### config.mk
export PLATFORM = sky130hd
export DESIGN_NAME = http_chunked_body_decoder
export DESIGN_NICKNAME = d
export VERILOG_FILES = /design/src/hdl/chd_pkg.sv /design/src/hdl/chd_front.sv /design/src/hdl/chd_queue.sv /design/src/hdl/chd_back.sv /design/src/hdl/http_chunked_body_decoder.sv
export SDC_FILE = /design/constraint.sdc
export NUM_CORES = 1
export LEC_CHECK = 0
export ABC_AREA = 1
export BUFFER_PORTS_ARGS = -buffer_cell sky130_fd_sc_hd__clkbuf_2
export CELL_PAD_IN_SITES_DETAIL_PLACEMENT = 2
export CELL_PAD_IN_SITES_GLOBAL_PLACEMENT = 2
export CORE_MARGIN = 4
export CORE_UTILIZATION = 39
export CTS_CLUSTER_SIZE = 12
export DETAILED_ROUTE_END_ITERATION = 10
export PLACE_DENSITY_LB_ADDON = 0.1
export SLEW_MARGIN = 10
export SYNTH_ARGS = -nofsm -noshare
export SYNTH_HDL_FRONTEND = slang
export SYNTH_SLANG_ARGS = --single-unit
### constraint.sdc
create_clock -name clk -period 4.5 [get_ports clk]
set_input_delay 0.675 -clock clk [delete_from_list [all_inputs] [get_ports clk]]
set_output_delay 0.675 -clock clk [all_outputs]
set_load 0.02 [all_outputs]
### src/hdl/chd_pkg.sv
package chd_pkg;

  // status codes of the final result
  localparam logic [1:0] ST_OK  = 2'd0;
  localparam logic [1:0] ST_BIG = 2'd1;
  localparam logic [1:0] ST_BAD = 2'd2;

  // input item kinds
  localparam logic KIND_BYTE = 1'b0;
  localparam logic KIND_END  = 1'b1;

  // characters of the size line
  localparam logic [7:0] CH_SEMI  = 8'h3B;
  localparam logic [7:0] CH_SPACE = 8'h20;
  localparam logic [7:0] CH_TAB   = 8'h09;
  localparam logic [7:0] CH_CR    = 8'h0D;
  localparam logic [7:0] CH_LF    = 8'h0A;

  typedef struct packed {
    logic       kind;
    logic [7:0] body_byte;
  } in_item_t;

  typedef struct packed {
    logic        out_kind;
    logic [7:0]  data_byte;
    logic [1:0]  status;
    logic [23:0] decoded_length;
  } out_item_t;

  // classified item as it waits in the queue
  typedef struct packed {
    logic       kind;
    logic [7:0] body_byte;
    logic       is_hex;
    logic [3:0] hex_val;
    logic       is_cr;
    logic       is_lf;
    logic       is_semi;
    logic       is_ws;
  } entry_t;

endpackage

### src/hdl/chd_front.sv
module chd_front (
  input  chd_pkg::in_item_t item,
  output chd_pkg::entry_t   entry
);

  logic [7:0] b;
  assign b = item.body_byte;

  // character classification of one byte
  always_comb begin
    entry           = '0;
    entry.kind      = item.kind;
    entry.body_byte = b;
    entry.is_cr     = (b == chd_pkg::CH_CR);
    entry.is_lf     = (b == chd_pkg::CH_LF);
    entry.is_semi   = (b == chd_pkg::CH_SEMI);
    entry.is_ws     = (b == chd_pkg::CH_SPACE) || (b == chd_pkg::CH_TAB);
    if (b >= 8'h30 && b <= 8'h39) begin
      entry.is_hex  = 1'b1;
      entry.hex_val = b[3:0];
    end else if ((b >= 8'h61 && b <= 8'h66) || (b >= 8'h41 && b <= 8'h46)) begin
      entry.is_hex  = 1'b1;
      entry.hex_val = b[3:0] + 4'd9;
    end
  end

endmodule

### src/hdl/chd_queue.sv
module chd_queue (
  input  logic            clk,
  input  logic            rst,
  input  logic            push,
  input  chd_pkg::entry_t push_data,
  output logic            full,
  input  logic            pop,
  output logic            head_valid,
  output chd_pkg::entry_t head
);

  chd_pkg::entry_t mem [2];
  logic       wr_ptr;
  logic       rd_ptr;
  logic [1:0] count;

  assign full       = (count == 2'd2);
  assign head_valid = (count != 2'd0);
  assign head       = mem[rd_ptr];

  // pointers and fill count
  always_ff @(posedge clk) begin
    if (rst) begin
      wr_ptr <= 1'b0;
      rd_ptr <= 1'b0;
      count  <= 2'd0;
    end else begin
      if (push) begin
        wr_ptr <= ~wr_ptr;
      end
      if (pop) begin
        rd_ptr <= ~rd_ptr;
      end
      if (push && !pop) begin
        count <= count + 2'd1;
      end else if (pop && !push) begin
        count <= count - 2'd1;
      end
    end
  end

  // entry storage
  always_ff @(posedge clk) begin
    if (push) begin
      mem[wr_ptr] <= push_data;
    end
  end

endmodule

### src/hdl/chd_back.sv
module chd_back #(
  parameter int LENGTH_BITS = 24
) (
  input  logic                   clk,
  input  logic                   rst,
  input  logic                   head_valid,
  input  chd_pkg::entry_t        head,
  output logic                   pop,
  input  logic [LENGTH_BITS-1:0] limit,
  output logic                   result_valid,
  input  logic                   result_stall,
  output chd_pkg::out_item_t     result_item
);

  localparam int LB = LENGTH_BITS;

  localparam logic [2:0] PH_LINE     = 3'd0;
  localparam logic [2:0] PH_LINE_BAD = 3'd1;
  localparam logic [2:0] PH_DATA     = 3'd2;
  localparam logic [2:0] PH_AFTER    = 3'd3;
  localparam logic [2:0] PH_AFTER_CR = 3'd4;
  localparam logic [2:0] PH_DONE     = 3'd5;

  logic [2:0]    phase,        phase_next;
  logic [LB+3:0] size_accum,   size_accum_next;
  logic [LB-1:0] chunk_left,   chunk_left_next;
  logic [LB-1:0] out_count,    out_count_next;
  logic          line_cr_seen, line_cr_seen_next;
  logic          in_extension, in_extension_next;
  logic          size_over,    size_over_next;
  logic          digit_seen,   digit_seen_next;
  logic          chunk_too_big, chunk_too_big_next;

  logic               take;
  logic               emit;
  chd_pkg::out_item_t res;

  assign take = head_valid && (!result_valid || !result_stall);
  assign pop  = take;

  // parser step for the item at the queue head
  always_comb begin
    logic          line_go;
    logic          eff_cr;
    logic          bad;
    logic [LB+3:0] acc_n;
    logic [LB:0]   sum;
    logic [LB+23:0] len_wide;

    phase_next         = phase;
    size_accum_next    = size_accum;
    chunk_left_next    = chunk_left;
    out_count_next     = out_count;
    line_cr_seen_next  = line_cr_seen;
    in_extension_next  = in_extension;
    size_over_next     = size_over;
    digit_seen_next    = digit_seen;
    chunk_too_big_next = chunk_too_big;
    emit     = 1'b0;
    res      = '0;
    line_go  = 1'b0;
    eff_cr   = line_cr_seen;
    bad      = 1'b0;
    acc_n    = {size_accum[LB-1:0], head.hex_val};
    sum      = '0;
    len_wide = {{24{1'b0}}, out_count};

    if (take) begin
      if (head.kind == chd_pkg::KIND_END) begin
        // end of body: truncated unless a status went out
        if (phase != PH_DONE) begin
          emit       = 1'b1;
          res.out_kind = 1'b1;
          res.status = chd_pkg::ST_BAD;
        end
        phase_next         = PH_LINE;
        size_accum_next    = '0;
        chunk_left_next    = '0;
        out_count_next     = '0;
        line_cr_seen_next  = 1'b0;
        in_extension_next  = 1'b0;
        size_over_next     = 1'b0;
        digit_seen_next    = 1'b0;
        chunk_too_big_next = 1'b0;
      end else begin
        case (phase)
          PH_LINE, PH_LINE_BAD: begin
            line_go = 1'b1;
            bad     = (phase == PH_LINE_BAD);
          end
          PH_DATA: begin
            if (!chunk_too_big) begin
              emit          = 1'b1;
              res.data_byte = head.body_byte;
              out_count_next = out_count + 1'b1;
            end
            chunk_left_next = chunk_left - 1'b1;
            if (chunk_left_next == '0) begin
              if (chunk_too_big) begin
                chunk_too_big_next = 1'b0;
                emit         = 1'b1;
                res.out_kind = 1'b1;
                res.status   = chd_pkg::ST_BIG;
                phase_next   = PH_DONE;
              end else begin
                phase_next = PH_AFTER;
              end
            end
          end
          PH_AFTER: begin
            if (head.is_cr) begin
              phase_next = PH_AFTER_CR;
            end else begin
              line_go = 1'b1;
            end
          end
          PH_AFTER_CR: begin
            phase_next = PH_LINE;
            if (!head.is_lf) begin
              line_go = 1'b1;
              eff_cr  = 1'b1;
            end
          end
          default: begin
          end
        endcase

        if (line_go) begin
          if (eff_cr && head.is_lf) begin
            // line end: check and start the chunk
            size_accum_next   = '0;
            in_extension_next = 1'b0;
            size_over_next    = 1'b0;
            digit_seen_next   = 1'b0;
            line_cr_seen_next = 1'b0;
            if (size_over) begin
              emit = 1'b1;
              res.out_kind = 1'b1;
              res.status   = chd_pkg::ST_BIG;
              phase_next   = PH_DONE;
            end else if (bad || !digit_seen) begin
              emit = 1'b1;
              res.out_kind = 1'b1;
              res.status   = chd_pkg::ST_BAD;
              phase_next   = PH_DONE;
            end else if (size_accum == '0) begin
              emit = 1'b1;
              res.out_kind       = 1'b1;
              res.status         = chd_pkg::ST_OK;
              res.decoded_length = len_wide[23:0];
              phase_next         = PH_DONE;
            end else begin
              chunk_left_next    = size_accum[LB-1:0];
              sum                = {1'b0, out_count} + {1'b0, size_accum[LB-1:0]};
              chunk_too_big_next = (sum > {1'b0, limit});
              phase_next         = PH_DATA;
            end
          end else begin
            // a pending cr that was not a line end counts as a line byte
            if (eff_cr) begin
              if (!(bad || in_extension || size_over)) begin
                bad = 1'b1;
              end
              line_cr_seen_next = 1'b0;
            end
            if (head.is_cr) begin
              line_cr_seen_next = 1'b1;
            end else if (!(bad || in_extension || size_over)) begin
              if (head.is_hex) begin
                size_accum_next = acc_n;
                if (acc_n > {4'b0000, limit}) begin
                  size_over_next = 1'b1;
                end else begin
                  digit_seen_next = 1'b1;
                end
              end else if (head.is_semi) begin
                in_extension_next = 1'b1;
              end else if (!head.is_ws) begin
                bad = 1'b1;
              end
            end
            phase_next = bad ? PH_LINE_BAD : PH_LINE;
          end
        end
      end
    end
  end

  // parser state
  always_ff @(posedge clk) begin
    if (rst) begin
      phase         <= PH_LINE;
      size_accum    <= '0;
      chunk_left    <= '0;
      out_count     <= '0;
      line_cr_seen  <= 1'b0;
      in_extension  <= 1'b0;
      size_over     <= 1'b0;
      digit_seen    <= 1'b0;
      chunk_too_big <= 1'b0;
    end else begin
      phase         <= phase_next;
      size_accum    <= size_accum_next;
      chunk_left    <= chunk_left_next;
      out_count     <= out_count_next;
      line_cr_seen  <= line_cr_seen_next;
      in_extension  <= in_extension_next;
      size_over     <= size_over_next;
      digit_seen    <= digit_seen_next;
      chunk_too_big <= chunk_too_big_next;
    end
  end

  // output register
  always_ff @(posedge clk) begin
    if (rst) begin
      result_valid <= 1'b0;
    end else if (take && emit) begin
      result_valid <= 1'b1;
    end else if (!result_stall) begin
      result_valid <= 1'b0;
    end
  end

  always_ff @(posedge clk) begin
    if (take && emit) begin
      result_item <= res;
    end
  end

endmodule

### src/hdl/http_chunked_body_decoder.sv
// a result item is captured by the output register when its item is accepted
// throughput: one item per cycle while result_stall does not hold the output, set by the back end's parser step
// a two-entry queue parts classification from parsing; the output register parts the sides
// reset (rst, synchronous): parser to start of a size line, queue and output emptied,
// body_limit back to 65536
module http_chunked_body_decoder #(
  parameter int LENGTH_BITS = 24
) (
  input  logic               clk,
  input  logic               rst,
  input  logic               byte_valid,
  output logic               byte_stall,
  input  chd_pkg::in_item_t  byte_item,
  output logic               result_valid,
  input  logic               result_stall,
  output chd_pkg::out_item_t result_item,
  input  logic               cfg_valid,
  output logic               cfg_ready,
  input  logic [23:0]        cfg_data
);

  localparam int LB = LENGTH_BITS;

  logic [23:0]     body_limit;
  logic [LB+23:0]  lim_wide;
  logic [LB-1:0]   limit;
  chd_pkg::entry_t entry;
  chd_pkg::entry_t head;
  logic            q_full;
  logic            head_valid;
  logic            pop;
  logic            push;

  // limit register, saturated to the length width
  assign cfg_ready = 1'b1;
  always_ff @(posedge clk) begin
    if (rst) begin
      body_limit <= 24'd65536;
    end else if (cfg_valid && cfg_ready) begin
      body_limit <= cfg_data;
    end
  end

  assign lim_wide = {{LB{1'b0}}, body_limit};
  assign limit    = (lim_wide[LB+23:LB] != {24{1'b0}}) ? {LB{1'b1}} : lim_wide[LB-1:0];

  // front end
  assign byte_stall = q_full;
  assign push       = byte_valid && !byte_stall;

  chd_front u_front (
    .item  (byte_item),
    .entry (entry)
  );

  chd_queue u_queue (
    .clk        (clk),
    .rst        (rst),
    .push       (push),
    .push_data  (entry),
    .full       (q_full),
    .pop        (pop),
    .head_valid (head_valid),
    .head       (head)
  );

  // back end
  chd_back #(
    .LENGTH_BITS (LB)
  ) u_back (
    .clk          (clk),
    .rst          (rst),
    .head_valid   (head_valid),
    .head         (head),
    .pop          (pop),
    .limit        (limit),
    .result_valid (result_valid),
    .result_stall (result_stall),
    .result_item  (result_item)
  );

  // status code is always one of the defined three
  a_status_code: assert property (@(posedge clk) disable iff (rst)
    result_valid |-> (result_item.status == chd_pkg::ST_OK ||
                      result_item.status == chd_pkg::ST_BIG ||
                      result_item.status == chd_pkg::ST_BAD))
    else $error("undefined status code");

  // data items carry no status and no length
  a_data_clean: assert property (@(posedge clk) disable iff (rst)
    (result_valid && !result_item.out_kind) |->
      (result_item.status == chd_pkg::ST_OK && result_item.decoded_length == 24'd0))
    else $error("data item with status fields set");

  // error status carries no length
  a_err_len: assert property (@(posedge clk) disable iff (rst)
    (result_valid && result_item.out_kind && result_item.status != chd_pkg::ST_OK) |->
      (result_item.decoded_length == 24'd0 && result_item.data_byte == 8'd0))
    else $error("error status with length or data");

  // no result right after reset
  a_reset_empty: assert property (@(posedge clk) disable iff (rst)
    $past(rst) |-> !result_valid)
    else $error("result valid after reset");

endmodule

Yosys cells after proc, flatten, opt, wreduce, memory -nomap -nowiden
Memories as Yosys holds them, arrays and structs flattened. A register that Yosys moved wholly into a read port is not among the register bits.
Index checks and enable logic that the tools add are counted.
Word-level totals
  bits in registers: 148
  output and inout port bits: 38
  bits in writable memories: 36
  input port bits: 38
  word-level logic and storage cells: 235
  memories kept: 1
Memory list
  u_queue.mem: words 2, width 18, read ports 1, clocked after Yosys merged registers in 1, write ports 1, line chd_queue.sv:12  | chd_pkg::entry_t mem [2];
Operators by class
  reduce and logical (&&, ||, !) cells: 45
  bitwise logic cells: 7
  eq/ne operators: 19
  add/subtract/negate cells: 6
  muxes and demuxes: 131
  order comparisons: 8
Operators with widths (count)
  24-bit 2-to-1 mux: 12
  28-bit 2-to-1 mux: 6
  1-bit 2-to-1 mux: 88
  26-bit 2-to-1 mux: 3
  28-bit by 24-bit > comparator with 1-bit output: 1
  28-bit logical NOT: 1
  3-bit 2-to-1 mux: 9
  24-bit by 24-bit adder with 25-bit output: 1
  25-bit by 24-bit > comparator with 1-bit output: 1
  24-bit by 1-bit adder with 24-bit output (second input constant): 1
  8-bit by 4-bit == test with 1-bit output (second input constant): 3
  24-bit logical NOT: 1
  24-bit by 1-bit subtractor with 24-bit output (second input constant): 1
  6-bit AND reduction: 3
  8-bit by 6-bit == test with 1-bit output (second input constant): 2
  8-bit by 7-bit greater-or-equal comparator with 1-bit output (second input constant): 2
  8-bit by 7-bit less-or-equal comparator with 1-bit output (second input constant): 2
  2-bit 2-to-1 mux: 7
  11-bit 2-to-1 mux: 1
  5-bit 2-to-1 mux: 2
  1-bit logical AND: 9
  3-bit case mux with 3 select lines: 1
  3-bit nonzero test: 3
  8-bit by 6-bit greater-or-equal comparator with 1-bit output (second input constant): 1
  other kinds (30): 55

Depth between registers and ports, before layout
  depth after elaboration: 26
  mapped depth: 24
  gate-level depth less buffers: 24

Cells and area by module
From an unflattened synthesis, not the netlist that was laid out.
Second synthesis, totals
  cells, all modules: 1524
  area, all modules: 11539.8 µm²
By module, submodules not included
  chd_back: seq. area each 2752.6 µm², instances 1, cells an instance 1217, area each 8603.3 µm²
  chd_queue: seq. area each 1181.1 µm², instances 1, cells an instance 89, area each 1579.0 µm²
  http_chunked_body_decoder: seq. area each 480.5 µm², instances 1, cells an instance 155, area each 1001.0 µm²
  chd_front: seq. area each 0.0 µm², instances 1, cells an instance 63, area each 356.6 µm²

Least setup slack after synthesis
No wires, ideal clock.
  path type: register to register
  from: reg u_back.size_accum[0]
  to: reg u_back.chunk_too_big
  path buffers: 0
  arrival time: 2.931 ns
  setup time: 0.132 ns
  stages on the path, launching flop included: 23
  data required time: 4.368 ns
  period minus slack after synthesis: 3.063 ns
  path slack: 1.437 ns
  path through: dfxtp_1 ha_1 inv_1 fa_1 o21ai_0 nand3_1 nand2_1 a21oi_1 o21bai_1 xor2_1 ha_1 a21oi_1 o21ai_0 a31oi_1 nand2_1 nand2_1 nand2_1 nand2_1 nand2_1 nand2_1 nand2_1 nand2_1 a21oi_1
Between the ends
  cells in the longest elaborated chain, start to end: 8
RTL lines
  start, declared: line chd_back.sv:25  | logic [LB+3:0] size_accum, size_accum_next;
  start signal, assigned: line chd_back.sv:203  | size_accum <= size_accum_next;
  24-bit by 24-bit adder with 25-bit output: line chd_back.sv:154  | sum = {1'b0, out_count} + {1'b0, size_accum[LB-1:0]};
  25-bit by 24-bit > comparator with 1-bit output: line chd_back.sv:155  | chunk_too_big_next = (sum > {1'b0, limit});
  1-bit 2-to-1 mux (*): line chd_back.sv:146  | end else if (size_accum == '0) begin
  1-bit 2-to-1 mux (*): line chd_back.sv:141  | end else if (bad || !digit_seen) begin
  1-bit 2-to-1 mux (*): line chd_back.sv:136  | if (size_over) begin
  1-bit 2-to-1 mux (*): line chd_back.sv:129  | if (eff_cr && head.is_lf) begin
  1-bit 2-to-1 mux (*): line chd_back.sv:128  | if (line_go) begin
  1-bit 2-to-1 mux (*): line chd_back.sv:69  | if (head.kind == chd_pkg::KIND_END) begin
  end signal, assigned: line chd_back.sv:210  | chunk_too_big <= chunk_too_big_next;
  end, declared: line chd_back.sv:32  | logic chunk_too_big, chunk_too_big_next;
Every way passes the cells marked *; elsewhere a longest branch is shown, timed or not.
A chain may end at the register's enable or synchronous reset.

Worst setup path in the final report
Ends and elaborated chain as after synthesis.

==> impl_metrics.py <==
metrics = {
    "routing": {
        "drc": 0,
        "viasPerCell": 5.541,
        "antenna_left": 0,
        "wl_microns": 41980,
        "first_pass_iters": 5,
        "drt_iter0_markers": 475,
        "dr_total_vias": 10940,
        "avgRoutedWirePerCell_microns": 21.26,
    },
    "critical_path": {
        "cpMostUsedCell": "nand2_1",
        "r2r_start": "u_back.size_accum[0]",
        "crit_type": "reg -> reg",
        "startpoint_type": "flip-flop",
        "cpMaxStageDelayCell": "dfxtp_1",
        "reg2reg_setup_slack_ns": 0.69,
        "crit_path_max_incr_delay_ns": 0.44,
        "r2r-end": "u_back.chunk_too_big",
        "required_ns": 4.87,
        "crit_path_end_kind": "flip-flop",
        "crit_chain": "ha_1, inv_1, fa_1, o21ai_0, nand3_1, nand2_1, a21oi_1, o21bai_1, xor2_1, ha_1, nand2_1, inv_1, nand3_1, nor3_1, nand2_1, nand2_1, nand2_1, nand2_1, nand2_1, nand2_1, nand2_1, nand2_1, nand2_1, a21oi_1",
        "r2r_cells": 24,
        "worst-path-buf-inv": 2,
        "arrival_ns": 4.18,
        "cp_top_family": "simple AND/OR/NAND/NOR gates",
        "cp_max_fo": 6,
    },
    "place": {
        "placed_cell_area_sq_um": 12200,
        "io_buffers": 74,
        "gp_congestion": 0.9029,
        "dp.final_hpwl_microns": 31600,
    },
    "clock_network": {
        "root_buffer": "clkbuf_16",
        "cts_buffer_depth": 2,
        "hold_buffers": 0,
        "cts.sinks": 185,
        "post_cts_buffers": 0,
        "clkLatencyLatePin_ns": 0.47,
        "cts_tree": "done",
        "htreeDepth": 4,
        "cts_resized": 0,
        "numCtsBuffers": 17,
        "clk_pin_slew_ns": 0.07,
    },
    "grt": {
        "use_met2": 0.4737,
        "track_usage": 0.2677,
        "use_met1": 0.3435,
        "grt-busiest-layer": "met2",
        "grt_pass1_wl_microns": 66180,
        "met3_usage": 0.03226,
        "grt_max_degree": 66,
        "grt-ovfl-total": 0,
        "grt_pass1_vias": 12000,
        "antenna_found_initial": 0,
    },
    "floorplanning": {
        "die_x_microns": 179.1,
        "start_util": 0.3965,
        "coreArea_sq_um": 28780,
        "die_h_microns": 179.1,
        "die_area_sq_um": 32060,
        "rows": 62,
        "io_pins": 76,
    },
    "synthesis": {
        "ys_types": 59,
        "synth_edf_count": 71,
        "ys_seq_elements": 185,
        "avgSynthCellArea_sq_um": 7.562,
        "syn_area_sq_um": 11410,
        "synthCells": 1509,
        "synthArstFlopShare": 0,
        "yosys-top-cells-area": "dfxtp_1 20%, edfxtp_1 19%, nand2_1 11%",
        "seq_area_frac_synth": 0.3868,
        "syn_nets": 1629,
        "synth_ff_type": "dfxtp_1",
        "yosysTopAreaCell": "dfxtp_1",
        "synth_top_area_share": 0.2000,
        "yosys_warnings": 0,
    },
    "worst_hold_path": {
        "holdPathEnd": "u_queue.mem[1][17]",
        "min_path_type": "in -> reg",
        "worstHoldPathCells": 1,
        "hold_path_startpoint": "byte_item[8]",
    },
    "timing": {
        "finalCriticalPeriod_ns": 3.808,
        "setup_viol": 0,
        "rsz0062_at_grt": "no",
        "finalSetupTns_ns": 0,
        "fin_crit_sh": 0.8462,
        "skew_ns": 0.02113,
        "whs_ns": 0.4199,
        "hold_violations": 0,
        "tightest_slew_ns": 1.007,
        "slew_headroom": 0.3204,
        "fmax_ghz": 0.2626,
        "drv_slew": 0,
    },
    "layout": {
        "syn_to_final_growth_pct": 12.30,
        "nNetsFinal": 1697,
        "num-fill-cells": 3402,
        "stdcell_area_sq_um": 12810,
        "insertedDiodeCount": 0,
        "mostFrequentLayoutCell": "nand2_1",
        "drive_gt1_frac": 0.1157,
        "layout_common_cells": "331 x nand2_1, 172 x inv_1, 156 x nor2_1",
    },
    "pwr": {
        "leakagePower_nw": 5.449,
        "total_power_mw": 7.298,
        "worst_ir_drop_vdd_uv": 323.3,
        "p_per_area_nw_per_um2": 569.5,
    },
    "job": {
        "maxCapViolations": 0,
    },
    "run_status": {
        "status": "finished, final reports clean",
    },
}
==> cells in the mapped netlist, types with 3 or more instances <==
cell type / number
o21ai_1: 9
edfxtp_1: 71
a21oi_1: 139
nor2_4: 6
a21o_1: 4
clkbuf_1: 33
o211ai_1: 19
nand3_2: 3
xor2_1: 24
dfxtp_1: 114
nor2_2: 22
o21bai_1: 4
o21ai_0: 87
nor4_1: 10
o31ai_1: 3
buf_2: 6
nor3_1: 19
a31oi_1: 7
a22oi_1: 20
a221oi_1: 12
nand3_1: 63
nand4_1: 26
ha_1: 81
inv_1: 172
inv_2: 6
xnor2_1: 10
nor2_1: 156
a211oi_1: 5
buf_4: 3
buf_6: 5
nand2_1: 332
o22ai_1: 5
==> worst max path at each step <==
stage | startpoint | to | slack [ns] | cells past startpoint
finish | u_back.size_accum[0] | u_back.chunk_too_big | 0.69 | 24
global route | u_back.size_accum[0] | u_back.chunk_too_big | 0.42 | 22
CTS | u_back.size_accum[0] | u_back.chunk_too_big | 0.73 | 22
detailed placement | u_back.size_accum[0] | u_back.chunk_too_big | 0.78 | 17
global placement | u_back.size_accum[0] | u_back.chunk_too_big | 0.94 | 17
floorplan | u_back.size_accum[0] | u_back.chunk_too_big | 1.44 | 22
==> layer usage <==
layer | wire length, microns | up-vias
met5 | 0 | -
li1 | - | 5229
met1 | 18960 | 5457
met3 | 1290 | 55
met2 | 20800 | 196
met4 | 922 | 0
==> metrics by stage <==
step / cells / utilization / setup WS [ns]
final: 1974 / 0.4453 / 0.6919
after global routing: 1974 / 0.4453 / 0.4213
after CTS: 1974 / 0.4453 / 0.7314
after detailed placement: 1942 / 0.4241 / 0.7768
after global placement: 1942 / 0.4241 / 0.9377
after floorplan: 1509 / - / 1.437
==> state kept, by name, indices dropped and copies added (netlist names), named ones only <==
signal                count
body_limit               24
u_back.chunk_left        24
u_back.chunk_too_big      1
u_back.digit_seen         1
u_back.in_extension       1
u_back.line_cr_seen       1
u_back.out_count         24
u_back.phase              3
u_back.result_item       35
u_back.result_valid       1
u_back.size_accum        28
u_back.size_over          1
u_queue.count             2
u_queue.mem              36
u_queue.rd_ptr            1
u_queue.wr_ptr            1
==> final cells by class <==
type                    instances  area, sq um  share of cell area
repair buffers                 97        543.0             0.04237
multi-input cells            1097         6095              0.4756
flip-flops and latches        185         4414              0.3445
clock buffers                  17        425.4             0.03320
clock inverters                15        185.2             0.01445
inverters                     179        671.9             0.05243
well taps                     384        480.5             0.03749
==> report_power, final <==
part | internal (mW) | switching, mW | leakage [nW]
logic | 0.971 | 2.49 | 3.55
registers | 2.08 | 0.169 | 1.60
clock network | 0.797 | 0.791 | 0.294
==> logic make-up after synthesis <==
family | count (synthesis) | synth area share
AOI/OAI and AO/OA | 326 | 0.1648
xor gates and xnor gates | 34 | 0.02610
adders and majority gates | 82 | 0.09057
buffers and inverters | 227 | 0.07960
DFF | 185 | 0.3868
muxes | 1 | 0.0008772
other | 1 | 0.0003286
and+or+nand+nor | 653 | 0.2509
No activity file was read; power rests on OpenSTA's default activity.
